## config.mk

```make
export PLATFORM = sky130hd
export DESIGN_NAME = pol_front
export DESIGN_NICKNAME = d
export VERILOG_FILES = /design/src/rtl/per_flow_token_bucket_policer_top_defines.svh /design/src/rtl/pol_pkg.sv /design/src/rtl/pol_front.sv
export SDC_FILE = /design/constraint.sdc
export NUM_CORES = 1
export LEC_CHECK = 0
export BUFFER_PORTS_ARGS = -buffer_cell sky130_fd_sc_hd__buf_2
export CAP_MARGIN = 40
export CORE_ASPECT_RATIO = 0.6
export CORE_MARGIN = 2
export CORE_UTILIZATION = 51
export CTS_CLUSTER_DIAMETER = 60
export CTS_CLUSTER_SIZE = 16
export DETAILED_ROUTE_END_ITERATION = 16
export PLACE_DENSITY_LB_ADDON = 0.1
export SYNTH_ARGS = -nofsm -noshare
export SYNTH_HDL_FRONTEND = slang
export SYNTH_SLANG_ARGS = --single-unit
```

## constraint.sdc

```tcl
create_clock -name clock -period 8.8 [get_ports clock]
set_input_delay 2.64 -clock clock [delete_from_list [all_inputs] [get_ports clock]]
set_output_delay 2.64 -clock clock [all_outputs]
set_load 0.05 [all_outputs]
```

## src/rtl/per_flow_token_bucket_policer_top_defines.svh

```systemverilog
// Assertion macros used by the policer back end (pol_back).
`ifndef PER_FLOW_TOKEN_BUCKET_POLICER_TOP_DEFINES_SVH
`define PER_FLOW_TOKEN_BUCKET_POLICER_TOP_DEFINES_SVH

`ifndef ASSERT_OFF
`define POL_ASSERT(name, clk, rst, prop) \
   name: assert property (@(posedge clk) disable iff (rst) prop) \
      else $error("policer assertion failed");
`define POL_ASSERT_ALWAYS(name, clk, prop) \
   name: assert property (@(posedge clk) prop) \
      else $error("policer assertion failed");
`else
`define POL_ASSERT(name, clk, rst, prop)
`define POL_ASSERT_ALWAYS(name, clk, prop)
`endif

`endif

```

## src/rtl/pol_pkg.sv

```systemverilog
`timescale 1ns / 1ps
`default_nettype none
package pol_pkg;

   localparam int FLOW_CAPACITY = 1024;
   localparam int IDX_W = $clog2(FLOW_CAPACITY);
   localparam int CNT_W = $clog2(FLOW_CAPACITY + 1);

   localparam logic [15:0] ETHERTYPE_IPV4 = 16'h0800;
   localparam logic [7:0]  PROTO_UDP      = 8'd17;

   localparam logic [1:0] VERDICT_PASS      = 2'd0;
   localparam logic [1:0] VERDICT_DROP      = 2'd1;
   localparam logic [1:0] VERDICT_UNTRACKED = 2'd2;

   localparam logic [1:0] CSR_REFILL_SHIFT = 2'd0;
   localparam logic [1:0] CSR_BUCKET_MAX   = 2'd1;
   localparam logic [1:0] CSR_PACKET_COST  = 2'd2;
   localparam logic [1:0] CSR_SOURCE_MASK  = 2'd3;

   localparam int REQ_DATA_W = 184;
   localparam int RSP_DATA_W = 16;

   typedef struct packed {
      logic [5:0]  refill_shift;
      logic [7:0]  bucket_max;
      logic [7:0]  packet_cost;
      logic [31:0] source_mask;
   } cfg_type;

   typedef struct packed {
      logic        untracked;
      logic [63:0] key_high;
      logic [39:0] key_low;
      logic [63:0] now;
   } job_type;

   typedef struct packed {
      logic [63:0] key_high;
      logic [39:0] key_low;
      logic [7:0]  tokens;
      logic [63:0] last_seen;
   } entry_type;

   localparam int ENTRY_W = $bits(entry_type);

   typedef struct packed {
      logic [1:0] verdict;
      logic       table_full;
      logic [7:0] tokens_left;
   } rsp_type;

   typedef enum logic [2:0] {
      ST_IDLE,
      ST_READ,
      ST_CMP,
      ST_DIFF,
      ST_SHIFT,
      ST_UPD,
      ST_INS,
      ST_OUT
   } state_type;

endpackage
`default_nettype wire

```

## src/rtl/pol_front.sv

```systemverilog
`timescale 1ns / 1ps
`default_nettype none
module pol_front (
   input  wire logic                                clock,
   input  wire logic                                reset,
   input  wire pol_pkg::cfg_type                    cfg,
   input  wire logic                                req_tvalid,
   output logic                                     req_tready,
   input  wire logic [pol_pkg::REQ_DATA_W-1:0]      req_tdata,
   input  wire logic                                req_tuser,
   output logic                                     job_valid,
   output pol_pkg::job_type                         job,
   input  wire logic                                job_pop
);
   import pol_pkg::*;

   logic [15:0] ether_type;
   logic [7:0]  ip_protocol;
   logic [31:0] src_addr;
   logic [31:0] dst_addr;
   logic [15:0] udp_sport;
   logic [15:0] udp_dport;
   logic [63:0] arrival_time;
   job_type     new_job;
   logic        push;

   job_type     q_ff [2];
   logic        wr_ptr_ff, wr_ptr_in;
   logic        rd_ptr_ff, rd_ptr_in;
   logic [1:0]  fill_ff, fill_in;

   assign ether_type   = req_tdata[15:0];
   assign ip_protocol  = req_tdata[23:16];
   assign src_addr     = req_tdata[55:24];
   assign dst_addr     = req_tdata[87:56];
   assign udp_sport    = req_tdata[103:88];
   assign udp_dport    = req_tdata[119:104];
   assign arrival_time = req_tdata[183:120];

   // classify and build the masked flow key
   always_comb begin
      new_job.untracked = !req_tuser || (ether_type != ETHERTYPE_IPV4)
                          || (ip_protocol != PROTO_UDP);
      new_job.key_high  = {src_addr & cfg.source_mask, dst_addr};
      new_job.key_low   = {ip_protocol, udp_sport, udp_dport};
      new_job.now       = arrival_time;
   end

   assign req_tready = (fill_ff != 2'd2);
   assign push       = req_tvalid && req_tready;
   assign job_valid  = (fill_ff != 2'd0);
   assign job        = q_ff[rd_ptr_ff];

   always_comb begin
      wr_ptr_in = wr_ptr_ff ^ push;
      rd_ptr_in = rd_ptr_ff ^ job_pop;
      fill_in   = fill_ff + 2'(push) - 2'(job_pop);
   end

   always_ff @(posedge clock) begin
      if (reset) begin
         wr_ptr_ff <= 1'b0;
         rd_ptr_ff <= 1'b0;
         fill_ff   <= 2'd0;
      end else begin
         wr_ptr_ff <= wr_ptr_in;
         rd_ptr_ff <= rd_ptr_in;
         fill_ff   <= fill_in;
      end
   end

   always_ff @(posedge clock) begin
      if (push) begin
         q_ff[wr_ptr_ff] <= new_job;
      end
   end
endmodule
`default_nettype wire

```

==> Yosys cells after proc, flatten, opt, wreduce, memory -nomap -nowiden <==
Memories as Yosys holds them, arrays and structs flattened. A register that Yosys moved wholly into a read port is not among the register bits.
Index checks and enable logic that the tools add are counted.
{ "totals": {"word_cells": 20, "ff_bits": 4, "latch_bits": 0, "mem_bits_ro": 0, "n_memories": 1, "ramBits": 338} }
{ "mem_list": {"columns": ["memory", "words", "width", "rd", "rd_clocked_by_memory_dff", "wr", "line", "text"], "rows": [
  ["q_ff", 2, 169, 1, 1, 1, "pol_front.sv:27", "job_type q_ff [2];"]
]} }
{ "op_classes": {"n_reduce_logical": 5, "n_eq_ne": 3, "n_addsub": 2, "mux": 3, "shifts": 0, "n_div": 0, "bitwise_logic": 3, "n_mul": 0, "magnitude_cmp": 0} }
{ "ops": {"columns": ["cell", "n"], "rows": [
  ["bitwise AND 32 bit", 1],
  ["inequality test 16 x 12 -> 1 bit, second input constant", 1],
  ["inequality test 8 x 5 -> 1 bit, second input constant", 1],
  ["2-to-1 mux 1 bit", 3],
  ["adder 2 x 1 -> 2 bit", 1],
  ["logical OR 1 bit", 2],
  ["inequality test 2 bit, second input constant", 1],
  ["nonzero test 2 bit", 1],
  ["subtractor 2 x 1 -> 2 bit", 1],
  ["bitwise XOR 1 bit", 2],
  ["logical AND 1 bit", 1],
  ["logical NOT 1 bit", 1]
]} }

==> Longest topological paths before layout <==
{ "logic_depth": {"ltp_word": 4, "mapped_depth": 7} }

==> Worst setup path before layout <==
OpenSTA, ideal clock, no wires.
{ "synth_timing": {"path_kind": "input to register", "startpoint": "input req_tvalid", "endpoint": "memory q_ff[1][0] (netlist name), enable pin", "t_required_ns": 8.250, "path_slack_ns": 1.522, "n_path_buf": 0, "path_stages": 2, "arrival_ns": 6.727, "cell_sequence": "and2_1 > ha_1"} }
{ "synth_via": {"elab_chain_cells": 3} }
{ "synth_rtl": {"columns": ["item", "line", "text"], "rows": [
  ["start, declared", "pol_front.sv:7", "input wire logic req_tvalid,"],
  ["logical AND 1 bit", "pol_front.sv:50", "assign push = req_tvalid && req_tready;"],
  ["2-to-1 mux 1 bit", "pol_front.sv:73", "if (push) begin"],
  ["2-to-1 mux 1 bit (not written as such)", "pol_front.sv:74", "q_ff[wr_ptr_ff] <= new_job;"],
  ["end, declared", "pol_front.sv:27", null]
]} }
No other way between the ends.

==> impl_results.md <==
* Routed via count divided by cell count at 4.97
* Vias in the first global route at 6554
* Die width at 211 µm
* Number of design-rule violations left by the first detailed-router iteration at 380
* Post-detailed-route DRC marker count at 0
* Mux share of post-synthesis cell area at 17.4%
* Weighted congestion reported at the end of routability-driven placement at 0.734
* Count of fill cells added during filler insertion at 1871
* Final Max Slew Viols at 0
* Clk slew on worst S/H paths at 0.07 ns
* # Post-CTS Setup Buffers at 0
* Worst rel slew slack at 43.0%
* Crit path max-delay cell type: sky130_fd_sc_hd__dfxtp_4
* Setup repair after global routing missed its margin: no
* Initial antenna violation count at 6
* Mapped Avg Cell Area at 22.2 µm²
* Global-route wire length before repair at 37.6 mm
* #FFs+latches synth at 342
* Switching share of total power at 33.7%
* Num Clock Sinks at 342
* H-tree levels at 1
* Worst Path Required at 6.16 ns
* Top_reg_cell synth: sky130_fd_sc_hd__edfxtp_1
* Overall Global Routing Usage at 18.5%
* Crit end category: primary output
* Fmax at 0.184 GHz
* Drt wl/cell at 19.5 µm
* Signal arrival time at the worst endpoint at 2.80 ns
* I/O pin count at 414
* Cell taking the most area after synthesis: sky130_fd_sc_hd__edfxtp_1
* Main combinational cell family by area after synthesis: multiplexers
* Port Buffer Count at 391
* Proportion of netlist area held by the largest area contributor at 77.7%
* TritonCTS clock tree: built
* Sum of overflow across all layers after global routing at 0
* Cells resized by post-CTS repair at 0
* Reported leakage power at 6.27 nW
* Register area share after synthesis at 78.3%
* Max cap viols at 0
* Clock latency on the worst-skew pair at 0.52 ns
* Final cycle utilization of the critical path at 61.8%
* Die height at 128 µm
* Share of power burned in registers at 47.8%
* DP HPWL at 17.5 mm
* Register Area at 0.0102 mm²
* Sum of internal, switching and leakage power at 0.00456 W
* Layout Nets at 1240
* Measured slew at the worst slew-check pin at 0.856 ns
* Startpoint type of the worst setup path: flip-flop
* Time the worst path needs with I/O delays and setup at 5.44 ns
* Total of hold buffers inserted after clock tree synthesis at 0
* Std-Cell Rows at 45
* Number of warnings reported in the yosys synthesis log at 0
* Area grow syn2layout at 23.0%
* Total internal power at 0.00302 W
* Portion of total power attributed to the clock network at 22.4%
* VDD IR-drop max at 0.188 mV
* Most used standard cells in the synthesized netlist: sky130_fd_sc_hd__edfxtp_1, sky130_fd_sc_hd__mux2_4, sky130_fd_sc_hd__mux2_2, sky130_fd_sc_hd__and2_1, sky130_fd_sc_hd__buf_6
* Clock root cell: sky130_fd_sc_hd__clkbuf_16
* Count of antenna-violating nets left after detailed routing at 0
* Mapped Area at 0.0131 mm²
* Nets in the synthesized netlist at 835
* CP Cell Sequence: buf_4 > mux2_2 > buf_2
* Post-Synthesis Cells at 588
* Crit-path max FO at 45
* Pin count of the biggest net entering global routing at 110
* Fin Clk Skew at 0.0115 ns
* Power per standard cell area at 284 mW/mm²
* Area share of xor/xnor cells in the synthesized design at 0.201%
* Critical Setup Path Class: flip-flop to primary output
* Final hold violation count at 0
* Setup_tns at 0 ns
* Fraction of the mapped netlist area in simple logic gates at 2.29%
* Final Routed Wirelength at 25.9 mm
* Synthesized-area fraction occupied by adder cells at 0.383%
* Share of the core filled with cells at 63.7%
* Hold Crit Class: flip-flop to flip-flop
* Most frequently used cell type in the post-synthesis netlist: sky130_fd_sc_hd__edfxtp_1
* Maximum number of buffers from clock root to sink at 3
* Final count of negative-setup-slack endpoints at 0
* Non-filler instance count after layout at 1332
* Psw at 0.00154 W
* Effective utilization at floorplan at 51.8%
* Status: complete, no violations
* Share of post-route cells with drive strength above 1 at 59.5%
* Logic pwr share at 29.8%
* Detailed-route via count at 6625
* Number of enable flip-flop cells after synthesis at 338
* Number of distinct library cell variants in the gate-level netlist after synthesis at 20
* Crit-path max cell delay at 0.81 ns
* Length of the first detailed-routing pass in iterations at 4
* Core region area at 0.0252 mm²
* Top cells by area in the synthesized netlist: sky130_fd_sc_hd__edfxtp_1, sky130_fd_sc_hd__mux2_4, sky130_fd_sc_hd__mux2_2, sky130_fd_sc_hd__and2_1, sky130_fd_sc_hd__buf_6
* Total clock buffers created by CTS at 25
* Total die area at 0.0270 mm²
* Dpl cells at 1295
* Area fraction in compound gates after synthesis at 0%
* Proportion of register bits with asynchronous set or reset after synthesis at 0%
* Footprint of the multi-input gates at 0.00268 mm²
## routing by layer
layer	track usage (%)	part of all wire, %	vias up
met2	30.6	47	212
met4	3.77	1.6	8
met1	23.7	42	3258
met3	7.01	8.5	36
li1	-	-	3111
met5	0	0.18	-
## per-stage QoR
step           hold WS, ns  instance area [µm²]  worst slack (ns)
4_1_cts              0.551                16100              3.29
6_report             0.545                16100              3.36
3_5_place_dp         0.528                15400              3.87
2_1_floorplan        0.498                13100              1.52
3_3_place_gp         0.518                15400              3.87
5_1_grt              0.581                16100              3.22
## area by class of cell
class / count / area share (%)
Sequential cell: 342 / 63.7
Multi-Input combinational cell: 224 / 16.7
Timing Repair Buffer: 397 / 12.8
Clock buffer: 34 / 4.10
Tap cell: 329 / 2.56
Clock inverter: 1 / 0.0700
Inverter: 3 / 0.0700
Antenna cell: 2 / 0.0311
## power groups by stage
stage	logic (W)	registers, W	clock network, W
3_5_place_dp	0.00137	0.00222	0
3_3_place_gp	0.00136	0.00221	0
5_1_grt	0.00142	0.00220	0.00112
4_1_cts	0.00138	0.00218	0.00106
2_1_floorplan	0.00105	0.00224	0
6_report	0.00136	0.00218	0.00102
## registers in the layout, indices dropped and copies added (netlist names)
name	flops
q_ff	338
fill_ff	2
rd_ptr_ff	1
wr_ptr_ff	1
## final timing paths
check / cells past startpoint / slack, ns / to / start
worst max-delay path: 3 / 3.36 / job[168] / rd_ptr_ff
worst min-delay path: 2 / 0.54 / fill_ff[1] / fill_ff[1]
worst max register to register: 5 / 6.61 / q_ff[0][47] / fill_ff[0]
worst min register to register: 2 / 0.54 / fill_ff[1] / fill_ff[1]
## cell usage in the layout (no fill, tap or decap)
cell type,count
sky130_fd_sc_hd__inv_8,1
sky130_fd_sc_hd__dfxtp_1,3
sky130_fd_sc_hd__nor2_1,4
sky130_fd_sc_hd__nand2_1,1
sky130_fd_sc_hd__ha_1,2
sky130_fd_sc_hd__and2_1,33
sky130_fd_sc_hd__buf_12,5
sky130_fd_sc_hd__edfxtp_1,338
sky130_fd_sc_hd__or2_2,1
sky130_fd_sc_hd__nor4b_1,4
sky130_fd_sc_hd__buf_4,1
sky130_fd_sc_hd__diode_2,2
sky130_fd_sc_hd__nor3_1,1
sky130_fd_sc_hd__mux2_2,69
sky130_fd_sc_hd__buf_2,391
sky130_fd_sc_hd__dfxtp_4,1
sky130_fd_sc_hd__and4_1,1
sky130_fd_sc_hd__xor2_1,1
sky130_fd_sc_hd__inv_1,3
sky130_fd_sc_hd__nand4_1,1
sky130_fd_sc_hd__ha_4,2
sky130_fd_sc_hd__nor4_1,1
sky130_fd_sc_hd__mux2_4,100
sky130_fd_sc_hd__clkbuf_16,25
sky130_fd_sc_hd__clkbuf_1,9
sky130_fd_sc_hd__nor2b_1,1
sky130_fd_sc_hd__xnor2_1,2
## cells by family (layout without fill, tap and decap cells)
family,Yosys count,count (layout)
buffers and inverters,22,435
other,0,2
and+or+nand+nor,48,48
xor gates and xnor gates,3,3
DFF,342,342
muxes,169,169
adders and majority gates,4,4
## worst max-delay path, delay by kind of cell, from the launching register on
| family | cells | cell delay, ns |
|---|---|---|
| flops | 1 | 0.81 |
| buf+inv | 2 | 1.01 |
| mux | 1 | 0.41 |
Note: power is estimated with default switching activity, not from simulation.
